File: config.mk
export PLATFORM = sky130hd
export DESIGN_NAME = trif_traverse
export DESIGN_NICKNAME = d
export VERILOG_FILES = /design/src/design/trif_pkg.sv /design/src/design/trif_traverse.sv
export SDC_FILE = /design/constraint.sdc
export NUM_CORES = 1
export LEC_CHECK = 0
export ABC_AREA = 0
export BUFFER_PORTS_ARGS = -buffer_cell sky130_fd_sc_hd__buf_2
export CAP_MARGIN = 20
export CORE_MARGIN = 4
export CORE_UTILIZATION = 62
export DETAILED_ROUTE_END_ITERATION = 16
export PLACE_DENSITY = 0.84
export SYNTH_ARGS = -nofsm -noshare
export SYNTH_HDL_FRONTEND = slang
export SYNTH_SLANG_ARGS = --single-unit
File: constraint.sdc
create_clock -name clk -period 24 [get_ports clk]
set_clock_uncertainty 0.15 [all_clocks]
set_input_delay 2.4 -clock clk [delete_from_list [all_inputs] [get_ports clk]]
set_output_delay 2.4 -clock clk [all_outputs]
set_load 0.02 [all_outputs]
File: src/design/trif_pkg.sv
// Shared types and codes for the triangle edge-function rasterizer.
package trif_pkg;

  localparam int EDGE_W  = 28;
  localparam int STEP_W  = 14;
  localparam int PIX_W   = 12;
  localparam int VERT_W  = 13;
  localparam int CFG_W   = 12;
  localparam int CIDX_W  = 2;

  typedef enum logic [1:0] {
    ST_IDLE   = 2'd0,
    ST_ACCEPT = 2'd1,
    ST_CULL   = 2'd2,
    ST_VISIT  = 2'd3
  } status_t;

  localparam logic KIND_LOAD = 1'b0;
  localparam logic KIND_STEP = 1'b1;

  localparam logic [1:0] CULL_FRONT = 2'd0;
  localparam logic [1:0] CULL_BACK  = 2'd1;

  localparam logic [CIDX_W-1:0] CFG_VP_MIN_X = 2'd0;
  localparam logic [CIDX_W-1:0] CFG_VP_MIN_Y = 2'd1;
  localparam logic [CIDX_W-1:0] CFG_VP_MAX_X = 2'd2;
  localparam logic [CIDX_W-1:0] CFG_VP_MAX_Y = 2'd3;

  typedef struct packed {
    logic                     kind;
    logic signed [VERT_W-1:0] v1x;
    logic signed [VERT_W-1:0] v1y;
    logic signed [VERT_W-1:0] v2x;
    logic signed [VERT_W-1:0] v2y;
    logic signed [VERT_W-1:0] v3x;
    logic signed [VERT_W-1:0] v3y;
    logic [1:0]               cull_mode;
    logic                     is_2d;
  } item_t;

  typedef struct packed {
    logic [CFG_W-1:0] min_x;
    logic [CFG_W-1:0] min_y;
    logic [CFG_W-1:0] max_x;
    logic [CFG_W-1:0] max_y;
  } viewport_t;

  typedef struct packed {
    logic                         ok;
    logic [PIX_W-1:0]             xmin;
    logic [PIX_W-1:0]             ymin;
    logic [PIX_W-1:0]             xmax;
    logic [PIX_W-1:0]             ymax;
    logic [2:0][STEP_W-1:0]       col_step;
    logic [2:0][STEP_W-1:0]       row_step;
    logic [2:0][EDGE_W-1:0]       start_edge;
  } setup_t;

  typedef struct packed {
    logic                   active;
    logic [PIX_W-1:0]       x;
    logic [PIX_W-1:0]       y;
    logic                   covered;
    logic [2:0][EDGE_W-1:0] edge_val;
    logic                   last;
  } visit_t;

endpackage

File: src/design/trif_traverse.sv
// Row-major box traversal with incremental edge function updates.
module trif_traverse (
  input  logic                clk,
  input  logic                rst_n,
  input  logic                load,
  input  logic                advance,
  input  trif_pkg::setup_t    setup,
  output trif_pkg::visit_t    visit
);

  logic                   active_r, active_nxt;
  logic [11:0]            xmin_r, xmin_nxt;
  logic [11:0]            xmax_r, xmax_nxt;
  logic [11:0]            ymax_r, ymax_nxt;
  logic [11:0]            cur_x_r, cur_x_nxt;
  logic [11:0]            cur_y_r, cur_y_nxt;
  logic [2:0][13:0]       col_r, col_nxt;
  logic [2:0][13:0]       row_r, row_nxt;
  logic [2:0][27:0]       rs_r, rs_nxt;
  logic [2:0][27:0]       run_r, run_nxt;
  logic                   last;

  assign last = (cur_x_r == xmax_r) && (cur_y_r == ymax_r);

  always_comb begin
    visit.active   = active_r;
    visit.x        = cur_x_r;
    visit.y        = cur_y_r;
    visit.covered  = !run_r[0][27] && !run_r[1][27] && !run_r[2][27];
    visit.edge_val = run_r;
    visit.last     = last;
  end

  always_comb begin
    active_nxt = active_r;
    xmin_nxt   = xmin_r;
    xmax_nxt   = xmax_r;
    ymax_nxt   = ymax_r;
    cur_x_nxt  = cur_x_r;
    cur_y_nxt  = cur_y_r;
    col_nxt    = col_r;
    row_nxt    = row_r;
    rs_nxt     = rs_r;
    run_nxt    = run_r;
    if (load) begin
      // A new triangle abandons any traversal in progress.
      active_nxt = setup.ok;
      xmin_nxt   = setup.xmin;
      xmax_nxt   = setup.xmax;
      ymax_nxt   = setup.ymax;
      cur_x_nxt  = setup.xmin;
      cur_y_nxt  = setup.ymin;
      col_nxt    = setup.col_step;
      row_nxt    = setup.row_step;
      rs_nxt     = setup.start_edge;
      run_nxt    = setup.start_edge;
    end else if (advance && active_r) begin
      if (last) begin
        active_nxt = 1'b0;
      end else if (cur_x_r < xmax_r) begin
        cur_x_nxt = cur_x_r + 12'd1;
        for (int i = 0; i < 3; i++) begin
          run_nxt[i] = run_r[i] + {{14{col_r[i][13]}}, col_r[i]};
        end
      end else begin
        cur_x_nxt = xmin_r;
        cur_y_nxt = cur_y_r + 12'd1;
        for (int i = 0; i < 3; i++) begin
          rs_nxt[i]  = rs_r[i] + {{14{row_r[i][13]}}, row_r[i]};
          run_nxt[i] = rs_nxt[i];
        end
      end
    end
  end

  always_ff @(posedge clk) begin
    if (!rst_n) begin
      active_r <= 1'b0;
    end else begin
      active_r <= active_nxt;
    end
  end

  always_ff @(posedge clk) begin
    xmin_r  <= xmin_nxt;
    xmax_r  <= xmax_nxt;
    ymax_r  <= ymax_nxt;
    cur_x_r <= cur_x_nxt;
    cur_y_r <= cur_y_nxt;
    col_r   <= col_nxt;
    row_r   <= row_nxt;
    rs_r    <= rs_nxt;
    run_r   <= run_nxt;
  end

endmodule

# Yosys cells after proc, flatten, opt, wreduce, memory -nomap -nowiden
# Cells that the tools add are included.
# word_totals
regBits	313
out_inout_bits	111
elab_cells	62
input_bits	221
# op_classes
n_reduce_logical	12
n_eq_ne	4
order_cmp	1
addsub	8
n_mux	19
# op_table
operator	n
84-bit two-way mux	8
28-bit adder	6
12-bit two-way mux	8
12-bit by 1-bit adder with 12-bit output (second input constant)	2
12-bit equality test	2
12-bit < comparator	1
1-bit logical AND	4
2-bit != test (second input constant)	2
2-bit AND reduction	2
2-bit nonzero test	2
1-bit logical NOT	3
1-bit two-way mux	3
3-bit AND reduction	1

# Depth between registers and ports, before layout
# Gate-level depths: netlist of the first run.
# depth
ltp_word	5
ltp_mapped	13

# Worst setup path before layout of the first run
# Ideal clock, no wire load.
# synth_path
path_type	input port to flip-flop
startpoint	input advance
endpoint	register cur_y_r[0], enable pin
stages	3
t_arrival_ns	11.970
slack_ns	11.415
path_buffers	0
path_cell_list	nand2_1 -> o21ai_0 -> and2_1
# synth_between
elab_chain_cells	3
# synth_rtl
element	line_no	text
from (decl)	trif_traverse.sv:6	input logic advance,
1-bit logical AND	trif_traverse.sv:57	end else if (advance && active_r) begin
2-bit nonzero test (no line)	-	
3-bit AND reduction (no line)	-	
to (signal assigned)	trif_traverse.sv:89	cur_y_r <= cur_y_nxt;
to (decl)	trif_traverse.sv:16	logic [11:0] cur_y_r, cur_y_nxt;
# Every way passes these cells.
# A chain may end at the register's enable or synchronous reset.

# Worst setup path in the final report of the first run
# layout_path
startpoint	input load
endpoint	register rs_r[38] (netlist bit), enable pin
# layout_between
elab_chain_cells	2
elab_cells_between_ends	4
cone_classes	eq/ne: 2; reduce/logical: 2
# layout_rtl
element	line_no	text
from (decl)	trif_traverse.sv:5	input logic load,
2-bit != test (no line) / 2-bit nonzero test (equally long branches)	-	
3-bit AND reduction (no line) (*)	-	
to (signal assigned)	trif_traverse.sv:92	rs_r <= rs_nxt;
to (decl)	trif_traverse.sv:19	logic [2:0][27:0] rs_r, rs_nxt;
# Mark *: on every way between the ends. The rest lies on a longest branch, timed or not.

==> metrics.yaml, run 1 <==
hp-class: "flip-flop to flip-flop"
syn_nets: 2398
wirelength_mm: 56.00
fillers: 2383
outcome: "finished, final reports clean"
synth_top_cell_area_share_pct: 45.93
io_pins: 332
port_buffers: 331
drt_iter0_drc: 1375
worstSetupPathType: "primary input to flip-flop"
hold_depth: 3
viasPerCell: 6.153
area_growth_pct: 16.06
cts_resized: 0
ys.flop_type: "edfxtp_1"
tns_ns: 0
vdd_drop_max_v: 0.00007295
drt_first_pass_iters: 5
grt_usage_pct: 30.30
htreeDepth: 2
start_util_pct: 62.69
cp_max_fo: 109
crit-reg2reg-launch: "cur_x_r[1]"
synth_area_sq_um: 20400
nets: 2710
worstMarginPinSlew_ns: 1.070
min-delay-start: "active_r"
required_ns: 23.99
cpMostUsedCell: "buf_4"
detailroute.via_count: 17100
synth_area_leaders: "edfxtp_1 (46%), ha_1 (11%), o21ai_0 (4.7%)"
grt_max_degree: 200
cap_violations: 0
cts_root_buffer: "clkbuf_16"
ctsHoldBuffers: 0
ff2ff_setup_slack_ns: 19.73
grt_pass1_wl_mm: 88.39
cts_tree: "built"
power.total_mw: 2.154
fp.dieW_um: 189.4
reg2reg_to: "rs_r[38]"
synth_cells: 1995
final_cell_mix: "buf_2 (330), edfxtp_1 (312), o21ai_0 (190), nand2_1 (187), a21oi_1 (183)"
wl_per_cell_um: 20.14
utilization_pct: 72.76
ys_seq_elements: 313
endpoint_kind: "flip-flop"
hold-path-endpoint: "active_r"
reg2reg_depth: 10
core-area_sq_um: 32540
ys_seq_area_share_pct: 46.03
postRouteAntennaNets: 0
hpwl_mm: 40.03
place_congestion: 0.9260
cp-start-kind: "primary input"
clock.fmax_mhz: 182.7
cts_buffers: 36
leakage_nw: 10.05
clk_pin_slew_ns: 0.05
row_count: 66
grt_overflow: 0
antenna_found_initial: 10
slew_headroom_pct: 28.69
worstSkewPairLatency_ns: 0.53
ys_async_sr_fraction_pct: 0
avgSynthCellArea_sq_um: 10.22
cp-startpoint: "load"
drive_gt1_share_pct: 18.05
crit_slowest_cell: "buf_4"
die_height_um: 189.4
drv_slew: 0
postCtsSetupBuffers: 0
synth_edf_count: 312
synthDistinctLibCells: 78
setup_viol: 0
ys_warn_count: 0
hold_viol: 0
max_stage_delay_ns: 0.78
rsz0062_at_grt: "no"
cp.arrival_ns: 5.47
final_common_cell: "buf_2"
layout_min_cycle_time_ns: 5.474
fin_crit_sh_pct: 22.81
crit_chain: "buf_8 -> inv_1 -> buf_4 -> nand2_1 -> and2_4 -> buf_4"
synth_top_area_cell: "edfxtp_1"
drc: 0
powerDensity_nw_per_um2: 91.00
grt_pass1_vias: 17300
die_area_sq_um: 35860
cts_buffer_depth: 3
cts_sinks: 313
==> cell families (layout without fill, tap and decap cells) <==
group | after synthesis | in the layout | synth area share (%)
AOI/OAI and AO/OA | 683 | 683 | 20.96
and+or+nand+nor | 496 | 496 | 11.00
DFF | 313 | 313 | 46.03
adders and majority gates | 182 | 182 | 11.39
xor gates and xnor gates | 174 | 174 | 7.471
buffers and inverters | 135 | 473 | 2.527
muxes | 12 | 12 | 0.6195
other | 0 | 5 | 0
==> worst max path at each step <==
stage          cells past startpoint  slack [ns]    endpoint
2_1_floorplan                      3       11.41  cur_y_r[0]
3_3_place_gp                       6       18.05    rs_r[83]
3_5_place_dp                       6       17.96    rs_r[82]
4_1_cts                            6       18.50    rs_r[77]
5_1_grt                            6       18.31    rs_r[38]
6_report                           6       18.53    rs_r[38]
==> metrics by stage <==
| stage | cell area [sq um] | hold slack (ns) | std cells | setup slack, ns |
|---|---|---|---|---|
| floorplan | 20400 | 0.4201 | 1995 | 11.41 |
| CTS | 23660 | 0.4582 | 2775 | 18.50 |
| finish | 23670 | 0.4533 | 2780 | 18.53 |
| global route | 23670 | 0.5078 | 2778 | 18.31 |
| detailed placement | 22460 | 0.4488 | 2711 | 17.96 |
| global placement | 22460 | 0.4294 | 2711 | 18.05 |
==> critical path, delay by kind of cell <==
| kind | cells | cell delay (ns) |
|---|---|---|
| AND/OR/NAND/NOR | 2 | 1.26 |
| buffers and inverters | 4 | 1.68 |
==> synthesized netlist by cell type (6+ instances only) <==
master / instances
o21bai_1: 32
o21a_1: 28
o21ai_1: 16
nand3_1: 26
a211o_1: 6
and2_1: 8
xnor2_1: 98
nand2_1: 188
nand2b_1: 12
ha_1: 176
and3_1: 22
a311oi_1: 6
o21ai_0: 191
o211ai_1: 11
nand4_1: 21
mux2i_1: 7
xor2_1: 76
a21oi_1: 183
a31oi_1: 27
edfxtp_1: 312
a21o_1: 79
o221ai_1: 14
nor2_1: 145
nor2b_1: 15
nor3_1: 26
o31ai_1: 12
or3_1: 10
inv_1: 69
a31o_2: 6
clkbuf_1: 58
fa_1: 6
a211oi_1: 23
==> sequential cells by signal, summed over array words and instances, names as in the netlist <==
register and flops:
row_r 42, ymax_r 12, cur_x_r 12, rs_r 84, visit 84, xmin_r 12
cur_y_r 12, xmax_r 12, col_r 42, active_r 1
==> report_power, final <==
| part | leakage [nW] | internal (mW) | switching (mW) |
|---|---|---|---|
| sequential | 3.07 | 0.707 | 0.0508 |
| clock | 0.581 | 0.343 | 0.221 |
| combinational | 6.41 | 0.332 | 0.501 |
| total | 10.1 | 1.38 | 0.772 |
==> area by class of cell <==
type | count | area (sq um) | share of cell area [%]
Antenna cell | 5 | 12.51 | 0.05285
Tap cell | 442 | 553.0 | 2.336
Multi-Input combinational cell | 1547 | 10510 | 44.41
Timing Repair Buffer | 340 | 1747 | 7.378
Inverter | 69 | 259.0 | 1.094
Clock buffer | 55 | 1045 | 4.413
Sequential cell | 313 | 9389 | 39.66
Clock inverter | 9 | 153.9 | 0.6501
==> metal layers <==
metal / wire length, um / GRT usage (%) / share of wire, % / vias up
met4: 1908 / 10.80 / 3.4 / 12
met5: 90 / 0 / 0.16 / -
li1: - / - / - / 8120
met3: 4469 / 6.103 / 8.0 / 144
met2: 26740 / 51.05 / 48 / 733
met1: 22790 / 39.23 / 41 / 8095
Power figures use the tool's default switching activity.
==> run 2, diff against run 1 <==
--- a/config.mk
+++ b/config.mk
@@ -5,13 +5,13 @@
 export SDC_FILE = /design/constraint.sdc
 export NUM_CORES = 1
 export LEC_CHECK = 0
-export ABC_AREA = 0
+export ABC_AREA = 1
 export BUFFER_PORTS_ARGS = -buffer_cell sky130_fd_sc_hd__buf_2
 export CAP_MARGIN = 20
 export CORE_MARGIN = 4
-export CORE_UTILIZATION = 62
+export CORE_UTILIZATION = 59
 export DETAILED_ROUTE_END_ITERATION = 16
-export PLACE_DENSITY = 0.84
+export PLACE_DENSITY = 0.8
 export SYNTH_ARGS = -nofsm -noshare
 export SYNTH_HDL_FRONTEND = slang
 export SYNTH_SLANG_ARGS = --single-unit
==> constraint.sdc (replaced) <==
create_clock -name clk -period 5.5 [get_ports clk]
set_clock_uncertainty 0.15 [all_clocks]
set_input_delay 0.55 -clock clk [delete_from_list [all_inputs] [get_ports clk]]
set_output_delay 0.55 -clock clk [all_outputs]
set_load 0.02 [all_outputs]
==> metrics.yaml, run 2 <==
outcome: "finished, final reports clean"
ys_async_sr_fraction_pct: 0
postCtsSetupBuffers: 0
area_growth_pct: 17.75
avgSynthCellArea_sq_um: 7.306
fin_crit_sh_pct: 74.17
synth_area_sq_um: 24040
required_ns: 5.53
post_dp_cell_area_sq_um: 26220
layout_min_cycle_time_ns: 4.079
ys_seq_elements: 313
hpwl_mm: 64.29
hold_depth: 1
synth_area_leaders: "edfxtp_1 (39%), nand2_1 (18%), ha_1 (9.2%)"
ys.flop_type: "edfxtp_1"
die_height_um: 209.8
cts_sinks: 313
worstMarginPinSlew_ns: 1.054
dp_slack_ns: 1.324
place_congestion: 1.029
power.total_mw: 10.74
synth_top_area_cell: "edfxtp_1"
syn_nets: 3693
cts_tree: "built"
cts_resized: 0
worst-path-buf-inv: 2
cp_max_fo: 56
crit-reg2reg-launch: "cur_x_r[11]"
grt_usage_pct: 38.07
drt_iter0_drc: 2925
synth_cells: 3290
port_buffers: 331
drive_gt1_share_pct: 11.46
synth_edf_count: 312
die_area_sq_um: 44030
crit_slowest_cell: "buf_4"
cp.arrival_ns: 4.11
endpoint_kind: "flip-flop"
min-delay-start: "setup[215]"
powerDensity_nw_per_um2: 379.4
clk_pin_slew_ns: 0.07
fp.dieW_um: 209.8
cp-start-kind: "flip-flop"
fin_cells: 4268
cts_root_buffer: "clkbuf_16"
detailroute.via_count: 25500
reg2reg_depth: 10
postRouteAntennaNets: 0
antenna_found_initial: 10
wl_per_cell_um: 20.61
drc: 0
grt_overflow: 0
hold-path-endpoint: "xmin_r[11]"
cap_violations: 0
synthDistinctLibCells: 41
synth_common_cells: "nand2_1 (1,162), inv_1 (470), edfxtp_1 (312)"
htreeDepth: 2
drv_slew: 0
hold_viol: 0
rsz0062_at_grt: "no"
row_count: 73
leakage_nw: 14.08
grt_max_degree: 91
finalWorstSetupSlack_ns: 1.421
grt_pass1_vias: 24540
cts_buffer_depth: 3
final_common_cell: "nand2_1"
vdd_drop_max_v: 0.0003264
slew_headroom_pct: 29.75
drt_first_pass_iters: 6
yosysMostFrequentCell: "nand2_1"
dpl.cell_count: 4111
final_cell_mix: "nand2_1 (1,162), inv_1 (469), buf_2 (330), edfxtp_1 (312), nand3_1 (304)"
ys_seq_area_share_pct: 39.06
cts_buffers: 38
setup_viol: 0
start_util_pct: 60.09
grt_pass1_wl_mm: 132.0
nets: 4110
wirelength_mm: 87.95
hp-class: "primary input to flip-flop"
synth_top_cell_area_share_pct: 38.98
viasPerCell: 5.975
ys_warn_count: 0
clock.fmax_mhz: 245.1
io_pins: 332
tns_ns: 0
max_stage_delay_ns: 0.73
core-area_sq_um: 40010
critPathTopFamily: "simple AND/OR/NAND/NOR gates"
fin_area_sq_um: 28310
reg2reg_to: "rs_r[24]"
worstSetupPathType: "flip-flop to flip-flop"
crit_chain: "ha_1 -> nand2_1 -> nor2_1 -> nand2b_1 -> a21oi_4 -> nor2_8 -> nand2_4 -> inv_4 -> nor3_4 -> buf_4"
worstSkewPairLatency_ns: 0.59
ff2ff_setup_slack_ns: 1.42
## run 2: changes by cell type after synthesis, moves of 34 or more
| cell | change |
|---|---|
| nand2_1 | +974 |
| a21oi_1 | -34 |
| xnor2_1 | -52 |
| nand4_1 | +44 |
| nand3_1 | +278 |
| xor2_1 | -48 |
| inv_1 | +401 |
| clkbuf_1 | -44 |
| o21ai_0 | -89 |
| nor2_1 | +107 |
| a21o_1 | -74 |
## run 2: cell type report
class                           instances  area, sq um
Antenna cell                            7        17.52
Clock buffer                           42        965.9
Clock inverter                         27        287.8
Fill cell                            3164        11700
Inverter                              472         1778
Multi-Input combinational cell       2460        12650
Sequential cell                       313         9389
Tap cell                              525        656.9
Timing Repair Buffer                  422         2565
## run 2: logic make-up after synthesis
kind of cell    share of synthesized area [%]
fa+ha+maj                               9.661
simple gates                            32.59
flops                                   39.06
compound gates                          7.605
xor+xnor                                2.696
buf+inv                                 8.391
## run 2: per-stage QoR
stage / hold WS (ns) / utilization [%]
2_1_floorplan: 0.3001 / -
3_3_place_gp: 0.3397 / 65.50
3_5_place_dp: 0.3581 / 65.55
4_1_cts: 0.00003153 / 70.71
5_1_grt: 0.005849 / 70.74
6_report: 0.01108 / 70.75
## run 2: report_power, final
part	internal (mW)	total, mW	switching (mW)
Clock	1.48	2.60	1.12
Sequential	3.11	3.42	0.307
Combinational	1.54	4.72	3.18
## run 2: repair_timing
| item | 4_1_cts | 5_1_grt |
|---|---|---|
| endpoints found under the hold margin | 81 | 0 |
| hold buffers | 81 | 0 |
| setup endpoints to repair | 0 | 0 |
## run 2: how the worst max path moves through the flow
stage	cells after the start	slack, ns	endpoint	startpoint
after floorplan	10	0.85	cur_y_r[0]	cur_x_r[11]
after global placement	6	1.38	rs_r[27]	load
after detailed placement	6	1.32	rs_r[25]	load
after CTS	9	1.72	rs_r[24]	cur_x_r[6]
after global routing	10	1.37	rs_r[24]	cur_x_r[11]
final	10	1.42	rs_r[24]	cur_x_r[11]
## run 2: routing by layer
| metal | track usage, % | share of wire (%) | up-vias |
|---|---|---|---|
| met2 | 62.96 | 46 | 1726 |
| li1 | - | - | 11660 |
| met4 | 20.36 | 6.4 | 8 |
| met5 | 0 | 0.048 | - |
| met1 | 47.40 | 37 | 11700 |
| met3 | 7.294 | 11 | 400 |
